==> config.mk <==
export PLATFORM = sky130hd
export DESIGN_NAME = lfu_key_value_cache_unit_flat
export DESIGN_NICKNAME = d
export VERILOG_FILES = /design/src/sv/lfu_kvc_pkg.sv /design/src/sv/lfu_kvc_stream_if.sv /design/src/sv/lfu_key_value_cache_unit.sv /design/src/sv/lfu_kvc_ram.sv /design/src/flat_wrapper.sv
export SDC_FILE = /design/constraint.sdc
export NUM_CORES = 1
export LEC_CHECK = 0
export ABC_AREA = 1
export BUFFER_PORTS_ARGS = -buffer_cell sky130_fd_sc_hd__buf_2
export CAP_MARGIN = 5
export CORE_AREA = 4 4 41 43
export CTS_CLUSTER_DIAMETER = 150
export DETAILED_ROUTE_END_ITERATION = 12
export DIE_AREA = 0 0 45 47
export PLACE_DENSITY = 0.51
export SLEW_MARGIN = 20
export SYNTH_ARGS = -nofsm -noshare
export SYNTH_HDL_FRONTEND = slang
export SYNTH_SLANG_ARGS = --single-unit
==> constraint.sdc <==
create_clock -name clk_i -period 1 [get_ports clk_i]
set_input_delay 0.2 -clock clk_i [delete_from_list [all_inputs] [get_ports clk_i]]
set_output_delay 0.2 -clock clk_i [all_outputs]
set_load 0.005 [all_outputs]
==> src/sv/lfu_kvc_pkg.sv <==
package lfu_kvc_pkg;

  localparam int KEY_W = 32;
  localparam int VAL_W = 32;
  localparam int CAP_CFG_W = 5;

  localparam logic [CAP_CFG_W-1:0] CAP_RESET = 5'd16;
  localparam logic signed [VAL_W-1:0] MISS_VALUE = -32'sd1;

  typedef enum logic {
    OP_GET = 1'b0,
    OP_SET = 1'b1
  } op_e;

  typedef enum logic [1:0] {
    ST_IDLE,
    ST_SCAN,
    ST_LAST,
    ST_UPDATE
  } state_e;

  typedef struct packed {
    logic                    opcode;
    logic signed [KEY_W-1:0] lookup_key;
    logic signed [VAL_W-1:0] write_value;
  } req_t;

  typedef struct packed {
    logic                    hit;
    logic signed [VAL_W-1:0] read_value;
    logic                    evicted;
    logic signed [KEY_W-1:0] evicted_key;
  } rsp_t;

  typedef logic [CAP_CFG_W-1:0] cfg_t;

endpackage

==> src/sv/lfu_kvc_stream_if.sv <==
interface lfu_kvc_stream_if #(
  parameter type payload_t = logic
) ();

  logic     valid;
  logic     ready;
  payload_t payload;

  modport source (output valid, output payload, input ready);
  modport sink (input valid, input payload, output ready);

endinterface

==> src/sv/lfu_key_value_cache_unit.sv <==
// LFU key-value cache. Each request (get or set) is answered by exactly one
// response. A request holds the block from its acceptance until its update:
// one pass over the entry RAM, one entry per cycle through its single read
// port, finds the key, the first free slot and the replacement victim, then
// the update state applies the update. The update stalls while an earlier
// response is still waiting in the output register; otherwise the next
// request is taken while the response waits. Writing the capacity register
// clears the cache at once; capacity above CAPACITY acts as CAPACITY, zero
// stores nothing.
module lfu_key_value_cache_unit #(
  parameter int CAPACITY   = 16,
  parameter int COUNT_BITS = 16,
  parameter int STAMP_BITS = 32
) (
  input  logic clk_i,
  input  logic rst_ni,
  lfu_kvc_stream_if.sink   req_chan,
  lfu_kvc_stream_if.source rsp_chan,
  lfu_kvc_stream_if.sink   cfg_chan
);
  import lfu_kvc_pkg::*;

  localparam int IDX_W   = (CAPACITY > 1) ? $clog2(CAPACITY) : 1;
  localparam int CAP_LIM = (CAPACITY > 31) ? 31 : CAPACITY;
  localparam int ENT_W   = KEY_W + VAL_W + COUNT_BITS + STAMP_BITS;

  typedef struct packed {
    logic [KEY_W-1:0]      key;
    logic [VAL_W-1:0]      value;
    logic [COUNT_BITS-1:0] count;
    logic [STAMP_BITS-1:0] stamp;
  } entry_t;

  state_e state_q, state_d;

  cfg_t                  cap_q, cap_eff;
  logic [CAP_CFG_W-1:0]  occ_q, occ_d;
  logic [STAMP_BITS-1:0] stamp_q, stamp_d;
  logic [CAPACITY-1:0]   valid_q, valid_d;

  req_t req_q;

  logic [IDX_W-1:0] idx_q, idx_d;
  logic             cmp_vld_q, cmp_vld_d;
  logic [IDX_W-1:0] cmp_idx_q;

  logic                  hit_found_q, hit_found_d;
  logic [IDX_W-1:0]      hit_idx_q, hit_idx_d;
  entry_t                hit_ent_q, hit_ent_d;
  logic                  vic_found_q, vic_found_d;
  logic [IDX_W-1:0]      vic_idx_q, vic_idx_d;
  logic [KEY_W-1:0]      vic_key_q, vic_key_d;
  logic [COUNT_BITS-1:0] vic_count_q, vic_count_d;
  logic [STAMP_BITS-1:0] vic_age_q, vic_age_d;
  logic                  free_found_q, free_found_d;
  logic [IDX_W-1:0]      free_idx_q, free_idx_d;

  logic             out_vld_q, out_vld_d;
  rsp_t             out_rsp_q, out_rsp_d;

  logic             ram_we;
  logic [IDX_W-1:0] ram_waddr;
  entry_t           ram_wdata;
  logic [ENT_W-1:0] ram_rdata;
  entry_t           rd_ent;
  logic [STAMP_BITS-1:0] rd_age;

  logic in_accept, out_free, start, scanning, update_en, cfg_wr;

  assign cap_eff = (cap_q > CAP_CFG_W'(CAP_LIM)) ? CAP_CFG_W'(CAP_LIM) : cap_q;
  assign rd_ent  = entry_t'(ram_rdata);
  assign rd_age  = stamp_q - rd_ent.stamp;

  assign cfg_chan.ready = 1'b1;
  assign cfg_wr         = cfg_chan.valid;
  assign in_accept      = req_chan.valid && req_chan.ready;
  assign out_free       = !out_vld_q || rsp_chan.ready;

  assign rsp_chan.valid   = out_vld_q;
  assign rsp_chan.payload = out_rsp_q;

  lfu_kvc_ram #(
    .WIDTH(ENT_W),
    .DEPTH(CAPACITY)
  ) u_entry_ram (
    .clk_i  (clk_i),
    .we_i   (ram_we),
    .waddr_i(ram_waddr),
    .wdata_i(ram_wdata),
    .raddr_i(idx_q),
    .rdata_o(ram_rdata)
  );

  // next state
  always_comb begin
    state_d = state_q;
    unique case (state_q)
      ST_IDLE:   if (in_accept) state_d = ST_SCAN;
      ST_SCAN:   if (idx_q == IDX_W'(CAPACITY - 1)) state_d = ST_LAST;
      ST_LAST:   state_d = ST_UPDATE;
      ST_UPDATE: if (out_free) state_d = ST_IDLE;
      default:   state_d = ST_IDLE;
    endcase
  end

  // state outputs
  always_comb begin
    req_chan.ready = 1'b0;
    scanning       = 1'b0;
    update_en      = 1'b0;
    unique case (state_q)
      ST_IDLE:   req_chan.ready = 1'b1;
      ST_SCAN:   scanning = 1'b1;
      ST_LAST:   ;
      ST_UPDATE: update_en = out_free;
      default:   ;
    endcase
  end

  assign start = in_accept;

  // scan: key match, first free slot, victim (min count, then oldest)
  always_comb begin
    idx_d        = scanning ? idx_q + IDX_W'(1) : '0;
    cmp_vld_d    = scanning;
    hit_found_d  = hit_found_q;
    hit_idx_d    = hit_idx_q;
    hit_ent_d    = hit_ent_q;
    vic_found_d  = vic_found_q;
    vic_idx_d    = vic_idx_q;
    vic_key_d    = vic_key_q;
    vic_count_d  = vic_count_q;
    vic_age_d    = vic_age_q;
    free_found_d = free_found_q;
    free_idx_d   = free_idx_q;
    if (start) begin
      hit_found_d  = 1'b0;
      vic_found_d  = 1'b0;
      free_found_d = 1'b0;
    end else if (cmp_vld_q) begin
      if (valid_q[cmp_idx_q]) begin
        if (!hit_found_q && rd_ent.key == req_q.lookup_key) begin
          hit_found_d = 1'b1;
          hit_idx_d   = cmp_idx_q;
          hit_ent_d   = rd_ent;
        end
        if (!vic_found_q || rd_ent.count < vic_count_q ||
            (rd_ent.count == vic_count_q && rd_age > vic_age_q)) begin
          vic_found_d = 1'b1;
          vic_idx_d   = cmp_idx_q;
          vic_key_d   = rd_ent.key;
          vic_count_d = rd_ent.count;
          vic_age_d   = rd_age;
        end
      end else if (!free_found_q) begin
        free_found_d = 1'b1;
        free_idx_d   = cmp_idx_q;
      end
    end
  end

  // update and response
  always_comb begin
    logic             cap_zero, bump, full, do_ins;
    logic [IDX_W-1:0] ins_idx;
    cap_zero  = (cap_eff == '0);
    bump      = !(&hit_ent_q.count);
    full      = (occ_q >= cap_eff);
    do_ins    = full ? vic_found_q : free_found_q;
    ins_idx   = (full && !(free_found_q && free_idx_q < vic_idx_q)) ? vic_idx_q : free_idx_q;
    valid_d   = valid_q;
    occ_d     = occ_q;
    stamp_d   = stamp_q;
    ram_we    = 1'b0;
    ram_waddr = hit_idx_q;
    ram_wdata = hit_ent_q;
    out_vld_d = out_vld_q && !rsp_chan.ready;
    out_rsp_d = out_rsp_q;
    if (update_en) begin
      out_vld_d             = 1'b1;
      out_rsp_d.hit         = 1'b0;
      out_rsp_d.read_value  = (req_q.opcode == OP_GET) ? MISS_VALUE : '0;
      out_rsp_d.evicted     = 1'b0;
      out_rsp_d.evicted_key = '0;
      if (!cap_zero) begin
        if (hit_found_q) begin
          out_rsp_d.hit = 1'b1;
          ram_we        = 1'b1;
          if (req_q.opcode == OP_GET) begin
            out_rsp_d.read_value = hit_ent_q.value;
          end else begin
            ram_wdata.value = req_q.write_value;
          end
          if (bump) begin
            ram_wdata.count = hit_ent_q.count + COUNT_BITS'(1);
            ram_wdata.stamp = stamp_q;
            stamp_d         = stamp_q + STAMP_BITS'(1);
          end
        end else if (req_q.opcode == OP_SET && do_ins) begin
          if (full) begin
            out_rsp_d.evicted     = 1'b1;
            out_rsp_d.evicted_key = vic_key_q;
            valid_d[vic_idx_q]    = 1'b0;
          end else begin
            occ_d = occ_q + CAP_CFG_W'(1);
          end
          valid_d[ins_idx] = 1'b1;
          ram_we           = 1'b1;
          ram_waddr        = ins_idx;
          ram_wdata.key    = req_q.lookup_key;
          ram_wdata.value  = req_q.write_value;
          ram_wdata.count  = COUNT_BITS'(1);
          ram_wdata.stamp  = stamp_q;
          stamp_d          = stamp_q + STAMP_BITS'(1);
        end
      end
    end
    if (cfg_wr) begin
      valid_d = '0;
      occ_d   = '0;
      stamp_d = '0;
    end
  end

  always_ff @(posedge clk_i or negedge rst_ni) begin
    if (!rst_ni) begin
      state_q      <= ST_IDLE;
      cap_q        <= CAP_RESET;
      occ_q        <= '0;
      stamp_q      <= '0;
      valid_q      <= '0;
      idx_q        <= '0;
      cmp_vld_q    <= 1'b0;
      hit_found_q  <= 1'b0;
      vic_found_q  <= 1'b0;
      free_found_q <= 1'b0;
      out_vld_q    <= 1'b0;
    end else begin
      state_q      <= state_d;
      if (cfg_wr) begin
        cap_q <= cfg_chan.payload;
      end
      occ_q        <= occ_d;
      stamp_q      <= stamp_d;
      valid_q      <= valid_d;
      idx_q        <= idx_d;
      cmp_vld_q    <= cmp_vld_d;
      hit_found_q  <= hit_found_d;
      vic_found_q  <= vic_found_d;
      free_found_q <= free_found_d;
      out_vld_q    <= out_vld_d;
    end
  end

  always_ff @(posedge clk_i) begin
    if (in_accept) begin
      req_q <= req_chan.payload;
    end
    cmp_idx_q   <= idx_q;
    hit_idx_q   <= hit_idx_d;
    hit_ent_q   <= hit_ent_d;
    vic_idx_q   <= vic_idx_d;
    vic_key_q   <= vic_key_d;
    vic_count_q <= vic_count_d;
    vic_age_q   <= vic_age_d;
    free_idx_q  <= free_idx_d;
    out_rsp_q   <= out_rsp_d;
  end

`ifndef ASSERT_OFF
  a_occ_matches_valid: assert property (@(posedge clk_i) disable iff (!rst_ni)
    $countones(valid_q) == 32'(occ_q))
    else $error("occupancy out of step with valid bits");

  a_occ_within_cap: assert property (@(posedge clk_i) disable iff (!rst_ni)
    occ_q <= cap_eff)
    else $error("occupancy above capacity");

  a_rsp_from_update: assert property (@(posedge clk_i) disable iff (!rst_ni)
    $rose(out_vld_q) |-> $past(state_q) == ST_UPDATE)
    else $error("response raised outside update");

  a_evict_not_hit: assert property (@(posedge clk_i) disable iff (!rst_ni)
    out_vld_q && out_rsp_q.evicted |-> !out_rsp_q.hit)
    else $error("eviction reported on a hit");
`endif

endmodule

==> src/sv/lfu_kvc_ram.sv <==
module lfu_kvc_ram #(
  parameter int WIDTH = 8,
  parameter int DEPTH = 16
) (
  input  logic                                  clk_i,
  input  logic                                  we_i,
  input  logic [((DEPTH > 1) ? $clog2(DEPTH) : 1)-1:0] waddr_i,
  input  logic [WIDTH-1:0]                      wdata_i,
  input  logic [((DEPTH > 1) ? $clog2(DEPTH) : 1)-1:0] raddr_i,
  output logic [WIDTH-1:0]                      rdata_o
);

  logic [WIDTH-1:0] mem [DEPTH];

  always_ff @(posedge clk_i) begin
    if (we_i) begin
      mem[waddr_i] <= wdata_i;
    end
    rdata_o <= mem[raddr_i];
  end

endmodule
==> src/flat_wrapper.sv <==
// flat-port wrapper written by rule: the top's interface ports become plain ports
module lfu_key_value_cache_unit_flat import lfu_kvc_pkg::*;
#(
  parameter int CAPACITY   = 16,
  parameter int COUNT_BITS = 16,
  parameter int STAMP_BITS = 32
)
  (clk_i, rst_ni, req_chan_valid, req_chan_payload, req_chan_ready, rsp_chan_valid, rsp_chan_payload, rsp_chan_ready, cfg_chan_valid, cfg_chan_payload, cfg_chan_ready);
  lfu_kvc_stream_if req_chan_i ();
  lfu_kvc_stream_if rsp_chan_i ();
  lfu_kvc_stream_if cfg_chan_i ();
  input  logic clk_i;
  input  logic rst_ni;
  input wire logic [$bits(req_chan_i.valid)-1:0] req_chan_valid;
  input wire logic [$bits(req_chan_i.payload)-1:0] req_chan_payload;
  output wire logic [$bits(req_chan_i.ready)-1:0] req_chan_ready;
  output wire logic [$bits(rsp_chan_i.valid)-1:0] rsp_chan_valid;
  output wire logic [$bits(rsp_chan_i.payload)-1:0] rsp_chan_payload;
  input wire logic [$bits(rsp_chan_i.ready)-1:0] rsp_chan_ready;
  input wire logic [$bits(cfg_chan_i.valid)-1:0] cfg_chan_valid;
  input wire logic [$bits(cfg_chan_i.payload)-1:0] cfg_chan_payload;
  output wire logic [$bits(cfg_chan_i.ready)-1:0] cfg_chan_ready;
  assign req_chan_i.valid = req_chan_valid;
  assign req_chan_i.payload = req_chan_payload;
  assign req_chan_ready = req_chan_i.ready;
  assign rsp_chan_valid = rsp_chan_i.valid;
  assign rsp_chan_payload = rsp_chan_i.payload;
  assign rsp_chan_i.ready = rsp_chan_ready;
  assign cfg_chan_i.valid = cfg_chan_valid;
  assign cfg_chan_i.payload = cfg_chan_payload;
  assign cfg_chan_ready = cfg_chan_i.ready;
  lfu_key_value_cache_unit #(.CAPACITY(CAPACITY), .COUNT_BITS(COUNT_BITS), .STAMP_BITS(STAMP_BITS)) u_core (.clk_i(clk_i), .rst_ni(rst_ni), .req_chan(req_chan_i), .rsp_chan(rsp_chan_i), .cfg_chan(cfg_chan_i));
endmodule
==> key figures <==
Run status
  – Status: complete, but fails checks
  – Failing checks: negative setup slack

STA
  – Hold slack: 0.255 ns
  – Achievable Freq: 872 MHz
  – Setup TNS: -0.442 ns
  – Final cycle utilization of the critical path: 115%
  – Pins over their slew limit: 0
  – Final period demand of the worst path: 1.15 ns
  – Post-route setup slack: -0.147 ns
  – Endpoints failing setup: 5
  – Worst Skew: 0.00670 ns
  – Final Hold Viols: 0
  – Unrepaired setup endpoints after global routing: yes

Power and ir drop
  – P_int: 969 uW
  – Switch share: 36.0%
  – P_leak: 0.289 nW
  – Switch Pwr: 545 uW
  – Clk network pwr share: 16.4%
  – Peak VDD IR: 0.00137 V
  – Sequential Power Share: 28.5%
  – Power per Cell Area: 2730 nW/um^2
  – Combinational share of power: 55.1%
  – Total power: 1.51 mW

Hold path
  – Hold Crit Endpoint: u_core.rsp_chan.valid
  – Min-Delay Startpoint: rsp_chan_ready
  – Hold Path Class: in -> reg
  – Hold Path Cell Cnt: 3

Floorplan
  – Row count: 13
  – Core area: 1300 sq um
  – Die area: 2120 sq um
  – Initial Util: 30.5%
  – Num ports: 11
  – DIE HEIGHT: 47 um
  – Die W: 45 um

Logic synthesis
  – Post-synth net total: 54
  – Share of the synthesized area in the top cell type: 44.2%
  – Ranking of synthesized cells by area: dfrtp_1 (44%), ha_1 (16%), nand2_1 (5.7%)
  – Post-Syn Area: 397 sq um
  – Cells after Synth: 42
  – Synth Warn #: 0
  – Main synth FF type: dfrtp_1
  – Synth area leader: dfrtp_1
  – Yosys reg bits: 7
  – Distinct cells, synth: 16
  – Top cells by count, synth: dfrtp_1 (7), nand2_1 (6), ha_1 (5), inv_1 (5), nor2_1 (3)
  – Cell with the most instances after synthesis: dfrtp_1
  – Syn avg cell area: 9.44 sq um
  – Post-synth ARST share: 100%
  – Register area share after synthesis: 44.2%
  – Post-synth EDFFs: 0

Final layout
  – Layout cells sized above 1: 48.2%
  – Syn-to-layout area delta: 39.7%
  – Diodes inserted: 0
  – Final net count: 69

Clock network
  – Clock tree root driver cell: clkbuf_4
  – CTS Buf Count: 3
  – Clk_lat worst skew: 0.25 ns
  – Sink Count: 7
  – Clock transition at path regs: 0.05 ns
  – H-tree depth: 1
  – CTS Buffer Depth: 2
  – TritonCTS clock tree: done

Critical path
  – CP max FO: 3
  – FF-to-FF End: u_core.state_q[1]
  – FF-to-FF path depth: 6
  – Flop2flop setup slack: -0.12 ns
  – Worst Path Arrival: 0.95 ns
  – Worst R2R Start: u_core.state_q[0]
  – WS Path Type: reg -> out
  – CP peak stage delay: 0.39 ns
  – Critical Path Start Type: flop
  – Crit-path slowest cell: dfrtp_1
  – Crit. End Element: output pin
  – CP Cell Sequence: inv_2, ha_4, buf_6
  – Critical path required time: 0.80 ns

Detailed routing
  – DRT iter0 DRCs: 2
  – Final wirelength: 650 um
  – Drt pass-1 iters: 3
  – DRC: 0
  – Routed Antenna Nets: 0
  – Routed len/inst: 9.15 um
  – Via/cell ratio: 4.04
  – Via count: 287

Place
  – Dpl hpwl: 493 um
  – Routability cong.: 0.762
  – I/O Buffers: 5

Run
  – Maxcap violations: 0

Global routing
  – Largest net degree at the start of global routing: 8
  – Antenna violations before repair: 0
  – Vias in the first global route: 278
  – First-pass GRT wire length: 1.12 mm
  – Grt ovf: 0
  – GRT Util Overall: 7.82%
## cells in the final DEF, fill, tap and decap left out
| cell | netlist | routed |
|---|---|---|
| nand2_2 | 1 | 1 |
| nand2_1 | 6 | 6 |
| buf_6 | 0 | 2 |
| inv_2 | 1 | 3 |
| dlygate4sd3_1 | 0 | 1 |
| nand3_1 | 2 | 2 |
| nor2_2 | 0 | 2 |
| buf_2 | 0 | 4 |
| ha_2 | 0 | 2 |
| or2_1 | 1 | 1 |
| ha_4 | 0 | 2 |
| a21o_1 | 1 | 1 |
| xnor2_1 | 1 | 1 |
| conb_1 | 2 | 2 |
| dfrtp_1 | 7 | 7 |
| inv_4 | 0 | 1 |
| inv_1 | 5 | 2 |
| clkbuf_4 | 0 | 3 |
| xor2_1 | 1 | 1 |
| buf_4 | 2 | 5 |
| nor2_1 | 3 | 1 |
| nand4_1 | 2 | 2 |
| clkbuf_1 | 0 | 1 |
| ha_1 | 5 | 1 |
| nand3_2 | 2 | 2 |
## layer usage
metal / vias to the layer above / GRT usage [%] / wire [um]
li1: 154 / - / -
met2: 3 / 11.3 / 306
met3: 0 / 5.75 / 23
met1: 130 / 9.37 / 320
met5: - / 0 / 0
met4: 0 / 1.75 / 0
## power groups by stage
stage | sequential (mW) | combinational [mW] | clock [mW]
after floorplan | 0.446 | 0.360 | 0
after global placement | 0.462 | 0.519 | 0
after detailed placement | 0.462 | 0.520 | 0
after CTS | 0.435 | 0.764 | 0.256
after global routing | 0.444 | 0.958 | 0.281
final | 0.432 | 0.834 | 0.249
## worst max-delay path by stage
| stage | from | end | slack, ns | depth (start not counted) |
|---|---|---|---|---|
| after global routing | u_core.state_q[1] | req_chan_ready | -0.19 | 3 |
| final | u_core.state_q[0] | req_chan_ready | -0.15 | 3 |
| after detailed placement | u_core.state_q[1] | u_core.state_q[0] | -0.10 | 5 |
| after floorplan | u_core.state_q[1] | u_core.state_q[0] | -0.04 | 5 |
| after global placement | u_core.state_q[1] | u_core.state_q[0] | -0.11 | 5 |
| after CTS | u_core.state_q[0] | req_chan_ready | -0.14 | 3 |
## through the flow
stage / instances / worst slack, ns / util, % / instance area (sq um)
after detailed placement: 62 / -0.105 / 34.2 / 445
final: 71 / -0.147 / 42.6 / 554
after global routing: 71 / -0.194 / 42.6 / 554
after CTS: 70 / -0.142 / 41.2 / 536
after global placement: 62 / -0.111 / 34.2 / 445
after floorplan: 42 / -0.0354 / - / 402
## what timing repair did
action,4_1_cts,5_1_grt
hold buffers,1,0
buffers inserted,3,1
gates cloned,0,0
setup endpoints to repair,5,9
pin swaps,0,3
hold endpoints to repair,7,0
gates resized for setup,7,5
## cells by family (layout without fill, tap and decap cells)
kind of cell,count (synthesis),count (layout),synth area share (%)
AOI/OAI and AO/OA,1,1,1.89
xor gates and xnor gates,2,2,4.42
adders and majority gates,5,5,15.8
buffers and inverters,8,22,9.46
DFF,7,7,44.2
other,2,2,1.89
and+or+nand+nor,17,17,22.4
## layout make-up
cell class                 count  area [sq um]
sequential                     7           175
inverter                       6          25.0
fill                         139           747
timing repair buffer          12          90.1
clock buffer                   4          26.3
multi-input combinational     27           219
tap                           15          18.8
## critical path, delay by kind of cell (launching register included)
kind	cells	cell delay, ns
buffers and inverters	2	0.18
flip-flops	1	0.39
adder cells (fa/ha/maj)	1	0.14
## state kept, by name, summed over array words and instances (netlist names)
name,cells
u_core.state_q,2
u_core.idx_q,4
u_core.rsp_chan.valid,1
Power figures use the tool's default switching activity.
